## config.mk

```make
export PLATFORM = sky130hd
export DESIGN_NAME = bus_message_serializer_unit
export DESIGN_NICKNAME = d
export VERILOG_FILES = /design/src/design/bms_pkg.sv /design/src/design/bms_core.sv /design/src/design/bms_out_buf.sv /design/src/design/bus_message_serializer_unit.sv
export SDC_FILE = /design/constraint.sdc
export NUM_CORES = 1
export LEC_CHECK = 0
export BUFFER_PORTS_ARGS = -buffer_cell sky130_fd_sc_hd__buf_2
export CORE_MARGIN = 2
export CORE_UTILIZATION = 55
export DETAILED_ROUTE_END_ITERATION = 12
export GPL_TIMING_DRIVEN = 1
export PLACE_DENSITY_LB_ADDON = 0.15
export SLEW_MARGIN = 20
export SYNTH_ARGS = -nofsm -noshare
export SYNTH_HDL_FRONTEND = slang
export SYNTH_SLANG_ARGS = --single-unit
export TNS_END_PERCENT = 10
```

## constraint.sdc

```tcl
create_clock -name i_clk -period 2.6 [get_ports i_clk]
set_clock_uncertainty 0.05 [all_clocks]
set_input_delay 0.13 -clock i_clk [delete_from_list [all_inputs] [get_ports i_clk]]
set_output_delay 0.13 -clock i_clk [all_outputs]
set_load 0.02 [all_outputs]
```

## src/design/bms_pkg.sv

```systemverilog
// Shared types and constants for the bus message serializer.
`default_nettype none
package bms_pkg;

    localparam int unsigned IN_TDATA_W  = 112;
    localparam int unsigned OUT_TDATA_W = 8;

    localparam logic OP_START = 1'b0;
    localparam logic OP_TICK  = 1'b1;

    typedef struct packed {
        logic [31:0] word2;
        logic [31:0] word1;
        logic [31:0] word0;
        logic [1:0]  length_code;
        logic [7:0]  prefix;
    } t_item;

    typedef struct packed {
        logic final_state;
        logic data_pin;
        logic clock_pin;
    } t_result;

endpackage
`default_nettype wire

```

## src/design/bms_core.sv

```systemverilog
// Message sequencer: segment, bit and half-phase state with pin state decode.
`default_nettype none
module bms_core #(
    parameter int unsigned INTERJECTION_TOGGLES = 6,
    parameter int unsigned ARBITRATION_BITS     = 3
) (
    input  wire logic             i_clk,
    input  wire logic             i_rst_n,
    input  wire logic             i_valid,
    input  wire logic             i_operation,
    input  wire bms_pkg::t_item   i_item,
    output logic                  o_res_valid,
    output bms_pkg::t_result      o_res
);
    import bms_pkg::*;

    localparam logic [2:0] SEG_IDLE   = 3'd0;
    localparam logic [2:0] SEG_PULL   = 3'd1;
    localparam logic [2:0] SEG_ARB    = 3'd2;
    localparam logic [2:0] SEG_PREFIX = 3'd3;
    localparam logic [2:0] SEG_DATA   = 3'd4;
    localparam logic [2:0] SEG_INTJ   = 3'd5;
    localparam logic [2:0] SEG_TAIL   = 3'd6;

    localparam logic [6:0] ARB_LAST  = 7'(ARBITRATION_BITS - 1);
    localparam logic [6:0] INTJ_LAST = 7'(INTERJECTION_TOGGLES - 1);

    logic [2:0]  r_seg,    n_seg;
    logic [6:0]  r_cnt,    n_cnt;
    logic        r_half,   n_half;
    logic [95:0] r_shift,  n_shift;
    logic [7:0]  r_prefix, n_prefix;
    logic        r_tail,   n_tail;
    logic [1:0]  r_len,    n_len;
    logic [6:0]  seg_last;

    always_comb begin
        case (r_seg)
            SEG_ARB:    seg_last = ARB_LAST;
            SEG_PREFIX: seg_last = 7'd7;
            SEG_DATA: begin
                case (r_len)
                    2'd0:    seg_last = 7'd7;
                    2'd1:    seg_last = 7'd31;
                    2'd2:    seg_last = 7'd63;
                    default: seg_last = 7'd95;
                endcase
            end
            SEG_INTJ:   seg_last = INTJ_LAST;
            SEG_TAIL:   seg_last = 7'd3;
            default:    seg_last = 7'd0;
        endcase
    end

    always_comb begin
        n_seg       = r_seg;
        n_cnt       = r_cnt;
        n_half      = r_half;
        n_shift     = r_shift;
        n_prefix    = r_prefix;
        n_tail      = r_tail;
        n_len       = r_len;
        o_res_valid = 1'b0;
        o_res       = '0;
        if (i_valid) begin
            if (i_operation == OP_START) begin
                n_prefix = i_item.prefix;
                n_len    = i_item.length_code;
                n_shift  = {i_item.word0, i_item.word1, i_item.word2};
                n_tail   = i_item.word0[0];
                n_seg    = SEG_PULL;
                n_cnt    = '0;
                n_half   = 1'b0;
            end else begin
                case (r_seg)
                    SEG_PULL: begin
                        o_res_valid       = 1'b1;
                        o_res.clock_pin   = 1'b1;
                        o_res.data_pin    = 1'b0;
                        n_seg             = SEG_ARB;
                        n_cnt             = '0;
                        n_half            = 1'b0;
                    end
                    SEG_ARB, SEG_PREFIX, SEG_DATA, SEG_INTJ, SEG_TAIL: begin
                        o_res_valid = 1'b1;
                        o_res.clock_pin = (r_seg == SEG_INTJ) ? 1'b1 : r_half;
                        case (r_seg)
                            SEG_PREFIX: o_res.data_pin = r_prefix[7];
                            SEG_DATA:   o_res.data_pin = r_shift[95];
                            SEG_INTJ:   o_res.data_pin = r_half;
                            SEG_TAIL:   o_res.data_pin = (r_cnt == 7'd0) ? r_tail : 1'b1;
                            default:    o_res.data_pin = 1'b0;
                        endcase
                        if (!r_half) begin
                            n_half = 1'b1;
                        end else begin
                            n_half = 1'b0;
                            if (r_seg == SEG_PREFIX) begin
                                n_prefix = {r_prefix[6:0], 1'b0};
                            end
                            if (r_seg == SEG_DATA) begin
                                n_shift = {r_shift[94:0], 1'b0};
                            end
                            if (r_cnt == seg_last) begin
                                n_cnt = '0;
                                if (r_seg == SEG_TAIL) begin
                                    o_res.final_state = 1'b1;
                                    n_seg             = SEG_IDLE;
                                end else begin
                                    n_seg = r_seg + 3'd1;
                                end
                            end else begin
                                n_cnt = r_cnt + 7'd1;
                            end
                        end
                    end
                    default: begin
                        o_res_valid = 1'b0;
                    end
                endcase
            end
        end
    end

    always_ff @(posedge i_clk) begin
        if (!i_rst_n) begin
            r_seg    <= SEG_IDLE;
            r_cnt    <= '0;
            r_half   <= 1'b0;
            r_shift  <= '0;
            r_prefix <= '0;
            r_tail   <= 1'b0;
            r_len    <= '0;
        end else begin
            r_seg    <= n_seg;
            r_cnt    <= n_cnt;
            r_half   <= n_half;
            r_shift  <= n_shift;
            r_prefix <= n_prefix;
            r_tail   <= n_tail;
            r_len    <= n_len;
        end
    end

endmodule
`default_nettype wire

```

## src/design/bms_out_buf.sv

```systemverilog
// Two-entry result buffer that decouples the sequencer from the output stall.
`default_nettype none
module bms_out_buf (
    input  wire logic             i_clk,
    input  wire logic             i_rst_n,
    input  wire logic             i_push,
    input  wire bms_pkg::t_result i_res,
    output logic                  o_room,
    output logic                  o_valid,
    input  wire logic             i_ready,
    output bms_pkg::t_result      o_res
);
    import bms_pkg::*;

    t_result    r_mem [2];
    logic       r_wr_ptr, n_wr_ptr;
    logic       r_rd_ptr, n_rd_ptr;
    logic [1:0] r_count,  n_count;
    logic       pop;

    assign o_valid = (r_count != 2'd0);
    assign o_room  = (r_count != 2'd2);
    assign o_res   = r_mem[r_rd_ptr];
    assign pop     = o_valid && i_ready;

    always_comb begin
        n_wr_ptr = i_push ? ~r_wr_ptr : r_wr_ptr;
        n_rd_ptr = pop ? ~r_rd_ptr : r_rd_ptr;
        n_count  = r_count;
        if (i_push && !pop) begin
            n_count = r_count + 2'd1;
        end else if (!i_push && pop) begin
            n_count = r_count - 2'd1;
        end
    end

    always_ff @(posedge i_clk) begin
        if (i_push) begin
            r_mem[r_wr_ptr] <= i_res;
        end
    end

    always_ff @(posedge i_clk) begin
        if (!i_rst_n) begin
            r_wr_ptr <= 1'b0;
            r_rd_ptr <= 1'b0;
            r_count  <= '0;
        end else begin
            r_wr_ptr <= n_wr_ptr;
            r_rd_ptr <= n_rd_ptr;
            r_count  <= n_count;
        end
    end

endmodule
`default_nettype wire

```

## src/design/bus_message_serializer_unit.sv

```systemverilog
// Top level of the bus message serializer.
//
// Input stream: each word is a start (tuser = 0) that loads the prefix,
// length code and three data words, or a tick (tuser = 1) that advances the
// bus by one pin state. Output stream: one word per tick while a message is
// in progress, carrying the clock and data pin levels; tlast marks the last
// pin state of the message. Starts and ticks while idle produce no word.
// A start during a message abandons it and loads the new one.
//
// A pin state word is registered into the output buffer when its tick is
// taken. Throughput: one input word per cycle while the output buffer has
// room; the sequencer state updates in the cycle the word is taken, so
// back-to-back ticks run freely. A two-entry output buffer holds results
// while the receiver stalls; input tready drops only when both entries are full.
//
// Reset (synchronous, active low) returns the sequencer to idle and empties
// the output buffer.
`default_nettype none
module bus_message_serializer_unit #(
    parameter int unsigned INTERJECTION_TOGGLES = 6,
    parameter int unsigned ARBITRATION_BITS     = 3
) (
    input  wire logic                             i_clk,
    input  wire logic                             i_rst_n,
    input  wire logic                             i_s_axis_tvalid,
    output logic                                  o_s_axis_tready,
    // prefix[7:0], length_code[9:8], word0[41:10], word1[73:42],
    // word2[105:74], zero[111:106]
    input  wire logic [bms_pkg::IN_TDATA_W-1:0]   i_s_axis_tdata,
    // operation[0]
    input  wire logic                             i_s_axis_tuser,
    output logic                                  o_m_axis_tvalid,
    input  wire logic                             i_m_axis_tready,
    // clock_pin[0], data_pin[1], zero[7:2]
    output logic [bms_pkg::OUT_TDATA_W-1:0]       o_m_axis_tdata,
    // final_state
    output logic                                  o_m_axis_tlast
);
    import bms_pkg::*;

    logic    in_accept;
    logic    res_valid;
    t_result res;
    t_result out_res;
    t_item   item;
    logic    room;

    assign item            = t_item'(i_s_axis_tdata[$bits(t_item)-1:0]);
    assign o_s_axis_tready = room;
    assign in_accept       = i_s_axis_tvalid && room;

    bms_core #(
        .INTERJECTION_TOGGLES (INTERJECTION_TOGGLES),
        .ARBITRATION_BITS     (ARBITRATION_BITS)
    ) u_core (
        .i_clk       (i_clk),
        .i_rst_n     (i_rst_n),
        .i_valid     (in_accept),
        .i_operation (i_s_axis_tuser),
        .i_item      (item),
        .o_res_valid (res_valid),
        .o_res       (res)
    );

    bms_out_buf u_out_buf (
        .i_clk   (i_clk),
        .i_rst_n (i_rst_n),
        .i_push  (res_valid),
        .i_res   (res),
        .o_room  (room),
        .o_valid (o_m_axis_tvalid),
        .i_ready (i_m_axis_tready),
        .o_res   (out_res)
    );

    assign o_m_axis_tdata = {6'b0, out_res.data_pin, out_res.clock_pin};
    assign o_m_axis_tlast = out_res.final_state;

endmodule
`default_nettype wire

```

### Yosys cells after proc, flatten, opt, wreduce, memory -nomap -nowiden

Memory sizes are Yosys's and may differ from the RTL's. A register that Yosys moved wholly into a read port is not among the register bits.
Index checks and enable logic that the tools add are counted.

* equality and inequality tests: 17
* $add $sub $neg: 4
* bitwise gates (word level): 3
* reduce and logical (&&, ||, !) cells: 18
* multiplexer cells: 41

Operator list (count)
* $mux W96: 4
* $pmux W7 S5: 1
* $mux W8: 4
* $mux W7: 3
* $pmux W7 S3: 1
* $mux W3: 6
* $mux W1: 15
* $pmux W7 S2: 1
* $reduce_and A4 Y1: 3
* $eq A3 B3 Y1 const B: 3
* $ne A2 B1 Y1 const B: 4
* $add A7 B1 Y7 const B: 1
* $eq A7 B7 Y1: 1
* $logic_not A7 Y1: 1
* $eq A3 B2 Y1 const B: 2
* $ne A3 B2 Y1 const B: 2
* $pmux W3 S2: 1
* $reduce_or A6 Y1: 1
* $reduce_or A5 Y1: 1
* $logic_and A1 B1 Y1: 4
* $mux W2: 2
* $pmux W1 S4: 1
* $pmux W2 S2: 1
* $reduce_and A2 Y1: 2
* other kinds (14): 18

* word-level logic and storage cells: 94
* output and inout port bits: 11
* memories: 1
* register bits: 122
* memory bits (writable): 6

Memory list
* u_out_buf.r_mem: words 2, width 3, rd ports 1, clocked after memory_dff 1, wr ports 1, line bms_out_buf.sv:15 `t_result r_mem [2];`

### Depth between registers and ports, before layout

* depth in word-level cells: 9
* gate-level depth with buffers: 10
* gate-level depth less buffers: 9

### Modules after synthesis

From an unflattened synthesis, not the netlist that was laid out.

* cells, all modules: 639
* area, all modules: 6331.1 um^2

Modules (own cells, without submodules)
* bms_core: sequential area each 2362.3 um^2, cells an instance 600, times used 1, area an instance 5841.9 um^2
* bms_out_buf: sequential area each 280.3 um^2, cells an instance 31, times used 1, area an instance 434.2 um^2
* bus_message_serializer_unit: sequential area each 0.0 um^2, cells an instance 8, times used 1, area an instance 55.1 um^2

### Worst setup path before layout

Ideal clock, no wire load.

* path kind: reg2reg
* start: reg u_core.r_seg[2]
* end: reg u_core.r_cnt[0]
* data required time: 2432 ps
* stages on the path, launching flop included: 9
* buffers on the path: 1
* slack: 245 ps
* setup time: 118 ps
* arrival: 2188 ps
* path through: dfxtp_1 -> buf_2 -> inv_2 -> ha_1 -> or3_1 -> a221o_1 -> o31ai_2 -> a21o_1 -> nor2_1

* longest elaborated chain between the ends: 7

Ends and longest elaborated chain
* from (decl): line bms_core.sv:28 `logic [2:0] r_seg, n_seg;`
* from (signal assigned): line bms_core.sv:135 `r_seg <= n_seg;`
* $eq A3 B3 Y1 or $eq A3 B2 Y1 (tied branches): line bms_core.sv:38, bms_core.sv:75
* $pmux W7 S5: line bms_core.sv:38 `case (r_seg)`
* $eq A7 B7 Y1: line bms_core.sv:104 `if (r_cnt == seg_last) begin`
* $mux W7: line bms_core.sv:104
* $mux W7: line bms_core.sv:94 `if (!r_half) begin`
* $pmux W7 S2: line bms_core.sv:75 `case (r_seg)`
* $mux W7: line bms_core.sv:66 `if (i_operation == OP_START) begin`
* to (signal assigned): line bms_core.sv:136 `r_cnt <= n_cnt;`
* to (decl): line bms_core.sv:29 `logic [6:0] r_cnt, n_cnt;`

Parallel ways exist; a longest one is shown, timed or not. The select of a mux whose other input is x is not followed.
A chain may end at the register's enable or synchronous reset.

### Worst setup path in the final report

* start: reg u_core.r_seg[1]
* end: reg u_core.r_cnt[4]

Same word-level chain as after synthesis.

==> results.cfg <==
[sta]
tightest_slew_ns = 1.09
tns_ns = 0
fmax_ghz = 0.400
hold_viol = 0
max_slew_margin_pct = 27.0
fin_crit_ns = 2.50
setup_viol = 0
drv_slew = 0
finalCritPeriodShare_pct = 96.2

[drt]
via_count = 5533
antenna_left = 0
avgViaCountPerCell = 5.54
drtIter0Drc = 254
post-route-drc-count = 0
wl_per_cell_um = 15.6
first_pass_iters = 5
routed_wl_um = 15500

[job]
cap_violations = 0

[global_route]
grt_pass1_wl_um = 24900
antenna_found_initial = 0
grt_max_degree = 92
grt_overflow = 0
grtUsageTotal_pct = 27.0
first_global_vias = 5452

[place]
dpl.hpwl_um = 8440
postPlaceCellArea_mm2 = 0.00665
portBuffers = 115
gp_congestion = 0.875

[cts]
cts_tree = done
root_buffer = clkbuf_8
clkSlewWorstSetupHoldPaths_ns = 0.06
h-tree-depth = 4
cts_num_sinks = 129
numCtsBuffers = 17
postCtsSetupRepairBufs = 0
clk_latency_ns = 0.53
cts_max_path_buffers = 2

[hold_path]
min_to = u_core.r_len[0]$_SDFFE_PN0P_
hp-start = i_s_axis_tvalid
hp-class = primary input to flop
hold_depth = 4

[synth]
ys_seq_area_share_pct = 44.1
synthArstFlopShare_pct = 0
syn_inst = 643
ys.flop_type = dfxtp_1
ys_ff_latch = 129
syn_avg_cell_area_um2 = 9.31
synth_area_mm2 = 0.00599
synth_cell_type_count = 48
synth-edff-count = 6
yosysWarningCount = 0

[setup_path]
startpoint = u_core.r_seg[1]$_SDFFE_PN0P_
reg2reg_depth = 8
cp-end-kind = flop
startpoint_type = flop
rrSetupSlack_ns = 0.1
cpPeakStageDelay_ns = 0.41
critPathKind = flop to flop
critPathRequiredTime_ns = 2.97
r2r_start = u_core.r_seg[1]$_SDFFE_PN0P_
crit_chain = nand2_1 -> inv_2 -> ha_1 -> or3_1 -> a221o_1 -> o31ai_2 -> a21o_1 -> nor2_1
crit_slowest_cell = o31ai_2
cp.buffers_inverters = 1
critPathMaxFanout = 8
critical_path.top_delay_family = compound AO/OA/AOI/OAI gates
cp.arrival_ns = 2.87
r2r_end = u_core.r_cnt[4]$_SDFFE_PN0P_

[pwr]
p_leak_nw = 3.47
finalPower_w = 0.00601
peakVddDrop_uv = 573
power_density_mw_per_mm2 = 720

[finish]
nets = 967
finalInstanceArea_mm2 = 0.00834
syn_to_final_growth_pct = 39.3
drive_above_1_share_pct = 19.7
antenna_cells = 0
post-route-util_pct = 77.6

[floorplan]
io_pins = 128
core_mm2 = 0.0107
row_count = 38
dieArea_mm2 = 0.0117
die_h_um = 108
initial_core_util_pct = 55.7
dieWidth_um = 108

[status]
status = finished clean
[cell usage after synthesis (2+ instances only)]
cell	instances	area, um^2
and3_1	2	12.5
nor3_1	3	15.0
edfxtp_1	6	180
a211oi_1	102	766
nand2_1	14	52.6
mux2i_1	104	1040
a21oi_1	15	75.1
buf_4	6	45.0
ha_1	4	50.1
inv_2	3	11.3
o211ai_1	3	22.5
buf_2	23	115
or3_1	4	25.0
nand3_1	6	30.0
dfxtp_1	123	2460
a22oi_1	2	15.0
clkbuf_1	29	109
xnor2_1	3	26.3
nor2b_1	5	31.3
nor2_1	126	473
and2_1	3	18.8
inv_1	2	7.51
nand2b_1	9	56.3
xor2_1	8	70.1
mux2_2	3	33.8
nand4_1	3	18.8
o21ai_0	11	55.1
[worst register-to-register path: cells and delay by family, from the launching register on]
kind                       cells  cell delay (ns)
AOI/OAI and AO/OA              3             1.07
DFF                            1             0.31
and+or+nand+nor                3             0.61
buffers and inverters          1             0.06
adders and majority gates      1             0.30
[cells by family after synthesis]
logic type                 share of synthesized area [%]
and+or+nand+nor                                     13.1
DFF                                                 44.1
muxes                                               17.9
other                                             0.0626
adders and majority gates                          0.836
AOI/OAI and AO/OA                                   17.4
buffers and inverters                               4.87
xor gates and xnor gates                            1.61
[cell type report]
class / count / area, um^2
clock buffer: 27 / 523
tap: 140 / 175
fill: 716 / 2400
inverter: 5 / 20.0
timing repair buffer: 238 / 1830
clock inverter: 4 / 45.0
sequential: 129 / 2640
multi-input combinational: 455 / 3100
[through the flow]
step / hold WS, ns / std cells / worst slack, ns
floorplan: 0.202 / 648 / 0.245
global placement: 0.321 / 857 / 0.262
detailed placement: 0.336 / 857 / 0.184
CTS: 0.0701 / 998 / 0.0288
global route: 0.134 / 998 / -0.00358
finish: 0.0982 / 998 / 0.0996
[report_power, final]
| part | internal (W) | switching, W | leakage (nW) |
|---|---|---|---|
| combinational | 0.000610 | 0.000697 | 2.12 |
| clock | 0.00144 | 0.000830 | 0.283 |
| sequential | 0.00226 | 0.000163 | 1.06 |
| total | 0.00432 | 0.00169 | 3.47 |
[timing repair]
item,CTS,global route
resized for setup,0,7
setup endpoints to repair,0,3
hold buffers,110,0
endpoints found under the hold margin,112,0
[placed cells by master (no fill, tap or decap), types with 4 or more instances in the layout]
cell,n
a211oi_1,102
a21oi_1,13
buf_12,4
buf_2,114
buf_4,8
clkbuf_1,4
clkbuf_16,17
clkbuf_8,6
clkinv_2,4
conb_1,6
dfxtp_1,122
dlygate4sd3_1,110
edfxtp_1,6
ha_1,4
mux2i_1,104
nand2_1,13
nand2b_1,9
nand3_1,6
nor2_1,125
nor2b_1,4
o21ai_0,11
or3_1,4
xor2_1,8
[per-layer routing]
layer,wire length (um),global-route usage (%),vias up
li1,-,-,2743
met1,6590,31.9,2577
met2,7770,46.4,167
met3,700,6.15,46
met4,469,13.0,0
met5,0,0,-
[how the worst max path moves through the flow]
stage                     cells past startpoint                        endpoint
after floorplan                               8    u_core.r_cnt[0]$_SDFFE_PN0P_
after global placement                        8    u_core.r_cnt[5]$_SDFFE_PN0P_
after detailed placement                      8    u_core.r_cnt[4]$_SDFFE_PN0P_
after CTS                                     8  u_core.r_shift[0]$_SDFFE_PN0P_
after global routing                          8    u_core.r_cnt[2]$_SDFFE_PN0P_
final                                         8    u_core.r_cnt[4]$_SDFFE_PN0P_
[flip-flops by register name (all words and copies together), names as in the netlist, named ones only]
register / cells
u_core.r_cnt: 7
u_core.r_half: 1
u_core.r_len: 2
u_core.r_prefix: 8
u_core.r_seg: 3
u_core.r_shift: 96
u_core.r_tail: 1
u_out_buf.r_count: 2
u_out_buf.r_mem: 6
u_out_buf.r_rd_ptr: 1
u_out_buf.r_wr_ptr: 1
No activity file was read; power rests on OpenSTA's default activity.
